--- config.mk ---
export PLATFORM = sky130hd
export DESIGN_NAME = multi_track_racetrack_store_unit
export DESIGN_NICKNAME = d
export VERILOG_FILES = /design/src/hdl/mtrs_pkg.sv /design/src/hdl/mtrs_row.sv /design/src/hdl/multi_track_racetrack_store_unit.sv
export VERILOG_INCLUDE_DIRS = /design/src /design/src/hdl
export SDC_FILE = /design/constraint.sdc
export NUM_CORES = 1
export LEC_CHECK = 0
export ABC_CLOCK_PERIOD_IN_PS = 3000
export BUFFER_PORTS_ARGS = -buffer_cell sky130_fd_sc_hd__buf_2
export CAP_MARGIN = 40
export CORE_MARGIN = 3
export CORE_UTILIZATION = 30
export DETAILED_ROUTE_END_ITERATION = 16
export GPL_TIMING_DRIVEN = 0
export HOLD_SLACK_MARGIN = 0.15
export PLACE_DENSITY = 0.54
export SLEW_MARGIN = 10
export SYNTH_ARGS = -nofsm -noshare
export SYNTH_HDL_FRONTEND = slang
export SYNTH_SLANG_ARGS = --single-unit
--- constraint.sdc ---
create_clock -name clk -period 3 [get_ports clk]
set_clock_uncertainty 0.2 [all_clocks]
set_input_delay 0.6 -clock clk [delete_from_list [all_inputs] [get_ports clk]]
set_output_delay 0.6 -clock clk [all_outputs]
set_load 0.02 [all_outputs]
--- src/hdl/multi_track_racetrack_store_unit_assert.svh ---
// Assertion macros for the racetrack store unit.
// Each macro expects signals clk and arst_n in the scope where it is used.
`ifndef MULTI_TRACK_RACETRACK_STORE_UNIT_ASSERT_SVH
`define MULTI_TRACK_RACETRACK_STORE_UNIT_ASSERT_SVH

// Condition that must hold at every clock edge outside reset.
`define MTRS_CHECK(label, cond, msg) \
	label: assert property (@(posedge clk) disable iff (!arst_n) (cond)) else $error(msg);

// Antecedent that implies a consequent in the same cycle.
`define MTRS_CHECK_IMP(label, ante, cons, msg) \
	label: assert property (@(posedge clk) disable iff (!arst_n) (ante) |-> (cons)) \
		else $error(msg);

// Antecedent that implies a consequent in the following cycle.
`define MTRS_CHECK_NEXT(label, ante, cons, msg) \
	label: assert property (@(posedge clk) disable iff (!arst_n) (ante) |=> (cons)) \
		else $error(msg);

`endif

--- src/hdl/mtrs_pkg.sv ---
// Shared types and constants of the racetrack store unit.
// Depends on nothing; used by mtrs_row and multi_track_racetrack_store_unit.
`timescale 1ns / 1ps

package mtrs_pkg;

	localparam int MaxResults = 32;

	typedef enum logic [2:0] {
		CMD_INS_LEFT    = 3'd0,
		CMD_INS_RIGHT   = 3'd1,
		CMD_DEL_LEFT    = 3'd2,
		CMD_DEL_RIGHT   = 3'd3,
		CMD_UPDATE      = 3'd4,
		CMD_READ_ALL    = 3'd5,
		CMD_SHIFT_LEFT  = 3'd6,
		CMD_SHIFT_RIGHT = 3'd7
	} cmd_t;

	typedef enum logic [2:0] {
		S_IDLE,
		S_PRE,
		S_OP,
		S_POST,
		S_EMIT
	} state_t;

	typedef struct packed {
		logic shr;
		logic shl;
		logic op_en;
		cmd_t cmd;
	} row_ctrl_t;

	function automatic int head_pos(input int h, input int interval, input int cap);
		int p;
		p = interval - 1 + h * interval;
		if (p > cap - 1) begin
			p = cap - 1;
		end
		return p;
	endfunction

endpackage

--- src/hdl/mtrs_row.sv ---
// Word row of the racetrack store: one-place shifts and the edit at a head.
// Depends on mtrs_pkg for the control struct, command codes and head positions.
`timescale 1ns / 1ps

module mtrs_row #(
	parameter int CAP      = 39,
	parameter int INTERVAL = 8,
	parameter int HEADS    = 4,
	parameter int TRACKS   = 4,
	parameter int IW       = 6,
	parameter int JW       = 2
) (
	input  logic                  clk,
	input  logic                  arst_n,
	input  mtrs_pkg::row_ctrl_t   ctrl,
	input  logic [IW-1:0]         pos,
	input  logic [TRACKS-1:0]     value,
	input  logic [JW-1:0]         head_sel,
	output logic [TRACKS-1:0]     head_word
);

	logic [TRACKS-1:0] row_q [CAP];
	logic [TRACKS-1:0] row_d [CAP];
	logic [TRACKS-1:0] taps [HEADS];

	for (genvar h = 0; h < HEADS; h++) begin : g_tap
		localparam int HP = mtrs_pkg::head_pos(h, INTERVAL, CAP);
		assign taps[h] = row_q[HP];
	end

	assign head_word = taps[head_sel];

	always_comb begin
		for (int k = 0; k < CAP; k++) begin
			row_d[k] = row_q[k];
		end
		if (ctrl.shr) begin
			row_d[0] = '0;
			for (int k = 1; k < CAP; k++) begin
				row_d[k] = row_q[k-1];
			end
		end else if (ctrl.shl) begin
			row_d[CAP-1] = '0;
			for (int k = 0; k < CAP - 1; k++) begin
				row_d[k] = row_q[k+1];
			end
		end else if (ctrl.op_en) begin
			case (ctrl.cmd)
				mtrs_pkg::CMD_INS_LEFT: begin
					for (int k = 0; k < CAP - 1; k++) begin
						if (IW'(k) < pos) begin
							row_d[k] = row_q[k+1];
						end
					end
					for (int k = 0; k < CAP; k++) begin
						if (IW'(k) == pos) begin
							row_d[k] = value;
						end
					end
				end
				mtrs_pkg::CMD_INS_RIGHT: begin
					for (int k = 1; k < CAP; k++) begin
						if (IW'(k) > pos) begin
							row_d[k] = row_q[k-1];
						end
					end
					for (int k = 0; k < CAP; k++) begin
						if (IW'(k) == pos) begin
							row_d[k] = value;
						end
					end
				end
				mtrs_pkg::CMD_DEL_LEFT: begin
					for (int k = 1; k < CAP; k++) begin
						if (IW'(k) <= pos) begin
							row_d[k] = row_q[k-1];
						end
					end
					row_d[0] = '0;
				end
				mtrs_pkg::CMD_DEL_RIGHT: begin
					for (int k = 0; k < CAP - 1; k++) begin
						if (IW'(k) >= pos) begin
							row_d[k] = row_q[k+1];
						end
					end
					row_d[CAP-1] = '0;
				end
				default: begin
					for (int k = 0; k < CAP; k++) begin
						if (IW'(k) == pos) begin
							row_d[k] = value;
						end
					end
				end
			endcase
		end
	end

	always_ff @(posedge clk or negedge arst_n) begin
		if (!arst_n) begin
			for (int k = 0; k < CAP; k++) begin
				row_q[k] <= '0;
			end
		end else begin
			for (int k = 0; k < CAP; k++) begin
				row_q[k] <= row_d[k];
			end
		end
	end

endmodule

--- src/hdl/multi_track_racetrack_store_unit.sv ---
// Top level of the racetrack store unit: command sequencer and result register.
// Depends on mtrs_pkg, mtrs_row and the assertion macro header.
//
//   Channel  Handshake                   Fields
//   item     item_valid / item_ready     command, index, value, step
//   result   result_valid / result_ready word, last
//
// The row moves one place per cycle unless a dump waits on result_ready, so every command is paced by that shift.
// An access shifts the index to its head and back, by the distance d between index and head, capped at the row length.
// A shift command moves the row by step places, capped at the row length.
// A dump emits a word whenever the result register is free, then shifts the row back into place.
// Reset clears the row and the sequencer at once; item_ready is high only when idle.
`timescale 1ns / 1ps
`include "multi_track_racetrack_store_unit_assert.svh"

module multi_track_racetrack_store_unit #(
	parameter int VOLUME = 32,
	parameter int HEADS  = 4,
	parameter int TRACKS = 4
) (
	input  logic       clk,
	input  logic       arst_n,
	input  logic       item_valid,
	output logic       item_ready,
	input  logic [2:0] command,
	input  logic [4:0] index,
	input  logic [3:0] value,
	input  logic [5:0] step,
	output logic       result_valid,
	input  logic       result_ready,
	output logic [3:0] word,
	output logic       last
);

	localparam int INTERVAL = (VOLUME / HEADS > 0) ? VOLUME / HEADS : 1;
	localparam int CAP      = VOLUME + INTERVAL - 1;
	localparam int IW       = $clog2(CAP);
	localparam int CW       = $clog2(CAP + 1);
	localparam int DW       = (CW > 6) ? CW : 6;
	localparam int JW       = (HEADS > 1) ? $clog2(HEADS) : 1;
	localparam int XW       = (INTERVAL > 1) ? $clog2(INTERVAL) : 1;
	localparam int TOTAL    = (INTERVAL * HEADS > mtrs_pkg::MaxResults) ?
		mtrs_pkg::MaxResults : INTERVAL * HEADS;
	localparam int NW       = (TOTAL > 1) ? $clog2(TOTAL) : 1;
	localparam int HCW      = $clog2(HEADS + 1);

	mtrs_pkg::state_t    state_q, state_d;
	mtrs_pkg::cmd_t      cmd_q, cmd_d, cmd_in;
	mtrs_pkg::row_ctrl_t ctrl;

	logic [CW-1:0]     cnt_q, cnt_d;
	logic [CW-1:0]     dist_q, dist_d;
	logic              dir_q, dir_d;
	logic              rd_q, rd_d;
	logic [IW-1:0]     pos_q, pos_d;
	logic [TRACKS-1:0] value_q, value_d;
	logic [XW-1:0]     i_q, i_d;
	logic [JW-1:0]     j_q, j_d;
	logic [NW-1:0]     n_q, n_d;
	logic              ov_q, ov_d;
	logic [3:0]        word_q, word_d;
	logic              last_q, last_d;

	logic [HCW-1:0]    head_acc;
	logic [IW-1:0]     pos_acc;
	logic [DW-1:0]     diff_acc;
	logic [CW-1:0]     dist_acc;
	logic              right_acc;
	logic [CW-1:0]     step_sat;
	logic [TRACKS-1:0] head_word;
	logic              slot_free;
	logic              wrap;
	logic              shift_now;
	logic              final_word;

	assign cmd_in     = mtrs_pkg::cmd_t'(command);
	assign slot_free  = !ov_q || result_ready;
	assign wrap       = (j_q == JW'(HEADS - 1));
	assign shift_now  = wrap && (i_q != XW'(INTERVAL - 1));
	assign final_word = (n_q == NW'(TOTAL - 1));

	// Head number is the count of head boundaries at or below the index.
	always_comb begin
		head_acc = '0;
		for (int h = 1; h < HEADS; h++) begin
			if (DW'(index) >= DW'(h * INTERVAL)) begin
				head_acc = head_acc + HCW'(1);
			end
		end
	end

	always_comb begin
		pos_acc = '0;
		for (int h = 0; h < HEADS; h++) begin
			if (head_acc == HCW'(h)) begin
				pos_acc = IW'(mtrs_pkg::head_pos(h, INTERVAL, CAP));
			end
		end
	end

	always_comb begin
		right_acc = DW'(pos_acc) > DW'(index);
		diff_acc  = right_acc ? DW'(pos_acc) - DW'(index) : DW'(index) - DW'(pos_acc);
		dist_acc  = (diff_acc >= DW'(CAP)) ? CW'(CAP) : CW'(diff_acc);
		step_sat  = (DW'(step) >= DW'(CAP)) ? CW'(CAP) : CW'(step);
	end

	always_comb begin
		state_d = state_q;
		case (state_q)
			mtrs_pkg::S_IDLE: begin
				if (item_valid) begin
					if (cmd_in == mtrs_pkg::CMD_READ_ALL) begin
						state_d = mtrs_pkg::S_EMIT;
					end else if (cmd_in == mtrs_pkg::CMD_SHIFT_LEFT ||
						cmd_in == mtrs_pkg::CMD_SHIFT_RIGHT) begin
						state_d = mtrs_pkg::S_POST;
					end else begin
						state_d = mtrs_pkg::S_PRE;
					end
				end
			end
			mtrs_pkg::S_PRE: begin
				if (cnt_q == '0) begin
					state_d = rd_q ? mtrs_pkg::S_POST : mtrs_pkg::S_OP;
				end
			end
			mtrs_pkg::S_OP: begin
				state_d = mtrs_pkg::S_POST;
			end
			mtrs_pkg::S_POST: begin
				if (cnt_q == '0) begin
					state_d = mtrs_pkg::S_IDLE;
				end
			end
			mtrs_pkg::S_EMIT: begin
				if (slot_free && final_word) begin
					state_d = mtrs_pkg::S_PRE;
				end
			end
			default: begin
				state_d = mtrs_pkg::S_IDLE;
			end
		endcase
	end

	always_comb begin
		cmd_d   = cmd_q;
		cnt_d   = cnt_q;
		dist_d  = dist_q;
		dir_d   = dir_q;
		rd_d    = rd_q;
		pos_d   = pos_q;
		value_d = value_q;
		i_d     = i_q;
		j_d     = j_q;
		n_d     = n_q;
		ov_d    = ov_q && !result_ready;
		word_d  = word_q;
		last_d  = last_q;
		ctrl.shr   = 1'b0;
		ctrl.shl   = 1'b0;
		ctrl.op_en = 1'b0;
		ctrl.cmd   = cmd_q;
		item_ready = (state_q == mtrs_pkg::S_IDLE);
		case (state_q)
			mtrs_pkg::S_IDLE: begin
				if (item_valid) begin
					case (cmd_in)
						mtrs_pkg::CMD_READ_ALL: begin
							i_d  = '0;
							j_d  = '0;
							n_d  = '0;
							rd_d = 1'b1;
						end
						mtrs_pkg::CMD_SHIFT_LEFT: begin
							cnt_d = step_sat;
							dir_d = 1'b0;
							rd_d  = 1'b0;
						end
						mtrs_pkg::CMD_SHIFT_RIGHT: begin
							cnt_d = step_sat;
							dir_d = 1'b1;
							rd_d  = 1'b0;
						end
						default: begin
							cmd_d   = cmd_in;
							pos_d   = pos_acc;
							value_d = value[TRACKS-1:0];
							cnt_d   = dist_acc;
							dist_d  = dist_acc;
							dir_d   = right_acc;
							rd_d    = 1'b0;
						end
					endcase
				end
			end
			mtrs_pkg::S_PRE: begin
				if (cnt_q != '0) begin
					ctrl.shr = dir_q;
					ctrl.shl = !dir_q;
					cnt_d    = cnt_q - CW'(1);
				end else if (rd_q) begin
					cnt_d = CW'(INTERVAL - 1);
					dir_d = 1'b0;
				end
			end
			mtrs_pkg::S_OP: begin
				ctrl.op_en = 1'b1;
				cnt_d      = dist_q;
				dir_d      = !dir_q;
			end
			mtrs_pkg::S_POST: begin
				if (cnt_q != '0) begin
					ctrl.shr = dir_q;
					ctrl.shl = !dir_q;
					cnt_d    = cnt_q - CW'(1);
				end
			end
			mtrs_pkg::S_EMIT: begin
				if (slot_free) begin
					ov_d   = 1'b1;
					word_d = 4'(head_word);
					last_d = final_word;
					n_d    = n_q + NW'(1);
					if (wrap) begin
						j_d = '0;
						if (shift_now) begin
							ctrl.shr = 1'b1;
							i_d      = i_q + XW'(1);
						end
					end else begin
						j_d = j_q + JW'(1);
					end
					if (final_word) begin
						cnt_d = CW'(INTERVAL - 1) - CW'(i_q) - CW'(shift_now);
						dir_d = 1'b1;
					end
				end
			end
			default: begin
			end
		endcase
	end

	always_ff @(posedge clk or negedge arst_n) begin
		if (!arst_n) begin
			state_q <= mtrs_pkg::S_IDLE;
			cnt_q   <= '0;
			dir_q   <= 1'b0;
			rd_q    <= 1'b0;
			i_q     <= '0;
			j_q     <= '0;
			n_q     <= '0;
			ov_q    <= 1'b0;
		end else begin
			state_q <= state_d;
			cnt_q   <= cnt_d;
			dir_q   <= dir_d;
			rd_q    <= rd_d;
			i_q     <= i_d;
			j_q     <= j_d;
			n_q     <= n_d;
			ov_q    <= ov_d;
		end
	end

	always_ff @(posedge clk) begin
		cmd_q   <= cmd_d;
		dist_q  <= dist_d;
		pos_q   <= pos_d;
		value_q <= value_d;
		word_q  <= word_d;
		last_q  <= last_d;
	end

	mtrs_row #(
		.CAP      (CAP),
		.INTERVAL (INTERVAL),
		.HEADS    (HEADS),
		.TRACKS   (TRACKS),
		.IW       (IW),
		.JW       (JW)
	) u_row (
		.clk       (clk),
		.arst_n    (arst_n),
		.ctrl      (ctrl),
		.pos       (pos_q),
		.value     (value_q),
		.head_sel  (j_q),
		.head_word (head_word)
	);

	assign result_valid = ov_q;
	assign word         = word_q;
	assign last         = last_q;

	`MTRS_CHECK_IMP(a_result_from_dump, $rose(ov_q), $past(state_q == mtrs_pkg::S_EMIT), "A result appeared outside a dump.")
	`MTRS_CHECK_IMP(a_count_in_range, (state_q == mtrs_pkg::S_PRE || state_q == mtrs_pkg::S_POST), (cnt_q <= CW'(CAP)), "Shift count exceeds the row length.")
	`MTRS_CHECK_NEXT(a_busy_after_accept, (item_valid && item_ready), (state_q != mtrs_pkg::S_IDLE), "Sequencer stayed idle after a transaction.")
	`MTRS_CHECK_IMP(a_dump_offset, (state_q == mtrs_pkg::S_EMIT), (i_q <= XW'(INTERVAL - 1)), "Dump offset ran past the head interval.")

endmodule
Yosys cells after proc, flatten, opt, wreduce, memory -nomap -nowiden:

Cells that the tools add are included.

* $add $sub $neg: 10
* order comparisons: 159
* equality and inequality tests: 220
* multiplexer cells: 332
* bitwise operators: 2
* reduce and logical (&&, ||, !) cells: 105

Operators with widths (number)
* $mux 4: 269
* $pmux 156 s4: 1
* $mux 156: 3
* $ne 5x3->1 const B: 76
* $ne 4x3->1 const B: 76
* $reduce_bool 7->1: 37
* $reduce_and 6->1: 38
* $eq 5x6->1 const A: 16
* $ge 5x6->1 const A: 16
* $gt 5x6->1 const A: 16
* $le 5x6->1 const A: 16
* $lt 5x6->1 const A: 16
* $mux 6: 12
* $eq 4x6->1 const A: 8
* $ge 4x6->1 const A: 8
* $gt 4x6->1 const A: 8
* $le 4x6->1 const A: 8
* $lt 4x6->1 const A: 8
* $eq 6x6->1 const A: 7
* $gt 6x6->1 const A: 7
* $le 6x6->1 const A: 7
* $mux 3: 13
* $ge 6x6->1 const A: 6
* $lt 6x6->1 const A: 6
* other kinds (67): 150

* bits in registers: 202
* input port bits: 22
* output and inout port bits: 7
* logic and storage cells: 881

Logic depth before layout (Yosys ltp):

* word-level depth: 18
* depth in mapped cells: 12
* gate-level depth less buffers: 12

Cells and area by module:

From an unflattened synthesis, not the netlist that was laid out.

* cells, all modules: 2135
* area, all modules: 18256.3 µm²

By module, submodules not included
* mtrs_row: times used 1, cells each 1862, area each 15557.4 µm², sequential area each 3903.7 µm²
* multi_track_racetrack_store_unit: times used 1, cells each 273, area each 2698.8 µm², sequential area each 1181.1 µm²

Worst setup path before layout:

OpenSTA, ideal clock, no wires.

* kind: input to register
* start: input index[4]
* end: register cnt_q[1]
* library setup time: 0.120 ns
* data arrival time: 2.490 ns
* required time: 2.680 ns
* path slack: 0.190 ns
* stages: 9
* buffers on the path: 2
* cell sequence: clkbuf_1 ha_1 buf_2 a21oi_1 o21ai_1 nand2_1 mux2i_1 or4bb_1 a31o_2

* longest elaborated chain between the ends: 18
* elaborated cells between the ends (all ways): 25
* classes of those cells: add/sub: 4; order compare: 5; eq/ne: 3; mux: 12; reduce/logical: 1

Ends and longest elaborated chain
* start, declared: RTL line multi_track_racetrack_store_unit.sv:26 `input logic [4:0] index,`
* $ge 5x4->1: RTL line multi_track_racetrack_store_unit.sv:86 `if (DW'(index) >= DW'(h * INTERVAL)) begin`
* $mux 1: RTL line multi_track_racetrack_store_unit.sv:86
* $add 3x1->3: RTL line multi_track_racetrack_store_unit.sv:87 `head_acc = head_acc + HCW'(1);`
* $mux 3: RTL line multi_track_racetrack_store_unit.sv:86
* $add 3x1->3: RTL line multi_track_racetrack_store_unit.sv:87
* $mux 3: RTL line multi_track_racetrack_store_unit.sv:86
* $logic_not 3->1: RTL line multi_track_racetrack_store_unit.sv:95 `if (head_acc == HCW'(h)) begin`
* $mux 3: RTL line multi_track_racetrack_store_unit.sv:95
* $mux 6 (3 in a row): RTL line multi_track_racetrack_store_unit.sv:95
* $sub 5x6->6, or another cell as far along: RTL line multi_track_racetrack_store_unit.sv:103 `diff_acc = right_acc ? DW'(pos_acc) - DW'(index) : DW'(index) - DW'(pos_acc);`
* $mux 6 (*): RTL line multi_track_racetrack_store_unit.sv:103
* $ge 6x6->1: RTL line multi_track_racetrack_store_unit.sv:104 `dist_acc = (diff_acc >= DW'(CAP)) ? CW'(CAP) : CW'(diff_acc);`
* $mux 6 (*): RTL line multi_track_racetrack_store_unit.sv:104
* $pmux 6 s2 (*): RTL line multi_track_racetrack_store_unit.sv:169 `case (cmd_in)`
* $mux 6 (*): RTL line multi_track_racetrack_store_unit.sv:168 `if (item_valid) begin`
* $pmux 6 s5 (*): RTL line multi_track_racetrack_store_unit.sv:166 `case (state_q)`
* end signal, assigned: RTL line multi_track_racetrack_store_unit.sv:258 `cnt_q <= cnt_d;`
* end, declared: RTL line multi_track_racetrack_store_unit.sv:51 `logic [CW-1:0] cnt_q, cnt_d;`

Mark *: on every way between the ends. The rest lies on a longest branch, timed or not. The select of a mux whose other input is x is not followed.
A chain may end at the register's enable or synchronous reset.

Worst setup path after layout:

* start: register cmd_q[0]
* end: register u_row.row_q[64] (netlist name)

* longest elaborated chain between the ends: 5
* elaborated cells between the ends (all ways): 14
* classes of those cells: eq/ne: 7; mux: 4; reduce/logical: 3

Ends and longest elaborated chain
* start, declared: RTL line multi_track_racetrack_store_unit.sv:48 `mtrs_pkg::cmd_t cmd_q, cmd_d, cmd_in;`
* start signal, assigned: RTL line multi_track_racetrack_store_unit.sv:269 `cmd_q <= cmd_d;`
* $eq 3x2->1, or another cell as far along: RTL line mtrs_row.sv:48 `case (ctrl.cmd)`
* $pmux 156 s4: RTL line mtrs_row.sv:48
* $mux 156: RTL line mtrs_row.sv:47 `end else if (ctrl.op_en) begin`
* $mux 156: RTL line mtrs_row.sv:42 `end else if (ctrl.shl) begin`
* $mux 156: RTL line mtrs_row.sv:37 `if (ctrl.shr) begin`
* end signal, assigned by index: RTL line mtrs_row.sv:107 `row_q[k] <= row_d[k];`
* end, declared: RTL line mtrs_row.sv:22 `logic [TRACKS-1:0] row_q [CAP];`

Parallel ways exist; a longest one is shown, timed or not. The select of a mux whose other input is x is not followed.

==> flow_summary.json <==
{
  "cp_cell_sequence": "buf_4 > nor2b_1 > o21a_1 > buf_2 > buf_2 > a21oi_1 > a2bb2oi_1 > o21ai_0 > mux2_2",
  "ys_warn_count": 0,
  "reg2reg_from": "cmd_q[0]",
  "fillers": 4529,
  "dieHeight_um": 217.5,
  "grt_pass1_vias": 12560,
  "irDropWorstVdd_mv": 0.4356,
  "clk_path_buf_depth": 2,
  "drt-total-wl_um": 49700,
  "cp-end-kind": "flip-flop",
  "reg2reg_depth": 9,
  "cts.clk_slew.worst_paths_ns": 0.08,
  "cp-start-kind": "flip-flop",
  "synth_edf_count": 21,
  "drive_gt1_share_pct": 13.49,
  "cts_sinks": 199,
  "cp.required_ns": 3.21,
  "rsz0062_at_grt": "false",
  "maxCapViolations": 0,
  "worst_slew_pin_slew_ns": 0.9408,
  "ys_seq_elements": 199,
  "reg2reg_to": "u_row.row_q[64]",
  "slew_headroom_pct": 37.28,
  "port_buffers": 28,
  "io_pins": 29,
  "place_area_um2": 14370,
  "syn_inst": 1558,
  "wl_per_cell_um": 22.43,
  "gr-total-overflow": 0,
  "synth_cell_type_count": 65,
  "finalNetCount": 1660,
  "dieArea_um2": 47300,
  "ant_nets": 0,
  "grt_pass1_wl_um": 76640,
  "synthArstFlopShare_pct": 89.45,
  "yosysMostFrequentCell": "o21ai_0",
  "initial_core_util_pct": 30.74,
  "diodes": 0,
  "hp-class": "input port to flip-flop",
  "grt_max_degree": 100,
  "critPathKind": "flip-flop to flip-flop",
  "crit_slowest_cell": "nor2b_1",
  "grt_use_total_pct": 20.94,
  "dr.first_iter.drc_count": 1353,
  "htreeDepth": 4,
  "rrSetupSlack_ns": 0.09,
  "p_leak_nw": 6.671,
  "cts_tree": "built",
  "total_power_mw": 17.16,
  "tns_ns": 0,
  "route.detailed.drc": 0,
  "slowest_delay_ns": 0.45,
  "syn_area_um2": 13420,
  "path_max_fanout": 10,
  "finish.utilization_pct": 34.66,
  "finalSetupViolCount": 0,
  "hold_violations": 0,
  "vias": 13130,
  "synth_top_cells_by_count": "190 x o21ai_0, 178 x dfrtp_1, 177 x nand2_1",
  "synth_area_leader_cell": "dfrtp_1",
  "cts_root_buf": "clkbuf_16",
  "drv_slew": 0,
  "min_from": "command[0]",
  "synthToLayoutAreaGrowth_pct": 12.73,
  "viasPerCell": 5.925,
  "clk_latency_ns": 0.48,
  "yosysTopAreaCellShare_pct": 33.19,
  "die_x_um": 217.5,
  "globalplace.congestion": 0.9511,
  "max_freq_mhz": 343.5,
  "min_path_cells": 1,
  "synth_area_leaders": "dfrtp_1 33%, a221o_1 8.2%, o21ai_0 7.1%",
  "synth_flop_cell": "dfrtp_1",
  "rows": 76,
  "dr.pass1.iters": 5,
  "timing.hold.worst_endpoint": "cmd_q[0]",
  "cpMostUsedCell": "buf_2",
  "antenna_found_initial": 0,
  "outcome": "complete, no violations",
  "p_per_area_nw_per_um2": 1135,
  "hpwl_um": 35860,
  "hold_ws_ns": 0.2001,
  "core_area_um2": 43650,
  "synth-seq-area-share_pct": 37.89,
  "cts_buffers": 17,
  "avgSynthCellArea_um2": 8.613,
  "arrival_ns": 3.12,
  "design_area_um2": 15130,
  "min_period_over_period_pct": 97.05,
  "fin_crit_ns": 2.912
}
-- report_power, final --
part,total [mW],switching (mW),internal (mW)
sequential,5.90,1.88,4.02
clock,2.54,1.22,1.32
combinational,8.72,5.01,3.71
total,17.2,8.12,9.05
-- layout make-up --
cell class	count	area, um^2	area share [%]
Multi-Input combinational cell	1182	7574	50.07
Clock inverter	14	175.2	1.158
Buffer	156	759.5	5.021
Sequential cell	199	5085	33.61
Tap cell	585	732.0	4.839
Clock buffer	18	450.4	2.978
Timing Repair Buffer	38	261.5	1.729
Inverter	24	90.09	0.5955
-- how the worst max path moves through the flow --
stage | startpoint | to | slack [ns] | cells past startpoint
finish | cmd_q[0] | u_row.row_q[64] | 0.09 | 9
global route | cnt_q[0] | u_row.row_q[26] | 0.002 | 12
CTS | cnt_q[0] | u_row.row_q[106] | 0.01 | 9
detailed placement | cnt_q[0] | u_row.row_q[18] | -0.42 | 9
global placement | arst_n | u_row.row_q[1] | -2.05 | 1
floorplan | index[4] | cnt_q[1] | 0.19 | 9
-- metal layers --
layer  part of all wire [%]  up-vias  GRT usage [%]  routed length [um]
met4                    4.4        0          9.285                2164
li1                       -     5936              -                   -
met2                     43      612          31.31               21560
met3                    7.3      124          4.250                3630
met5                      0        -              0                   0
met1                     45     6458          29.24               22340
-- state kept, by name, summed over array words and instances, names as in the netlist --
register and flops:
pos_q 3, state_q 3, i_q 3, result_valid 1
dist_q 6, j_q 2, rd_q 1, last 1
cnt_q 6, value_q 4, n_q 5, cmd_q 3
u_row.row_q 156, word 4, dir_q 1
-- stage by stage --
stage / worst slack (ns) / instances
after floorplan: 0.1897 / 1563
after global placement: -2.046 / 2176
after detailed placement: -0.4184 / 2179
after CTS: 0.01252 / 2217
after global routing: 0.001754 / 2216
final: 0.08850 / 2216
-- what timing repair did --
action,CTS,global route
pin swaps,0,1
buffers inserted,1,1
endpoints found under the hold margin,83,0
endpoints found under the setup margin,123,130
hold buffers,5,0
resized for setup,12,49
-- cells in the final DEF, fill, tap and decap left out, drive strengths merged, types with 7 or more instances in the layout --
cell     count
a221oi       8
o31ai       17
a21oi       81
a2bb2oi      7
o32ai       18
and2        11
o22ai        7
mux2i       38
nor3        11
nor2b       10
a31oi       13
dfrtp      178
edfxtp      21
conb         7
a221o      110
inv         31
o21ai      257
a211oi      27
nor2       112
a21o       120
clkbuf      98
ha          19
nand2b      12
mux2        29
nand3       13
buf        109
nand2      177
-- worst max-delay path: cells and delay by family (launching register included) --
family                 cells  cell delay, ns
buffers and inverters      3            0.88
AOI/OAI and AO/OA          4            0.74
and+or+nand+nor            1            0.45
DFF                        1            0.39
muxes                      1            0.19
-- cells by family after synthesis --
family / count (synthesis) / synth area share (%)
compound gates: 700 / 35.24
simple gates: 375 / 12.29
flops: 199 / 37.89
buf+inv: 182 / 6.070
mux: 71 / 5.939
fa+ha+maj: 20 / 1.921
xor+xnor: 9 / 0.5874
other cells: 2 / 0.05596
(Power assumes the default switching activity.)
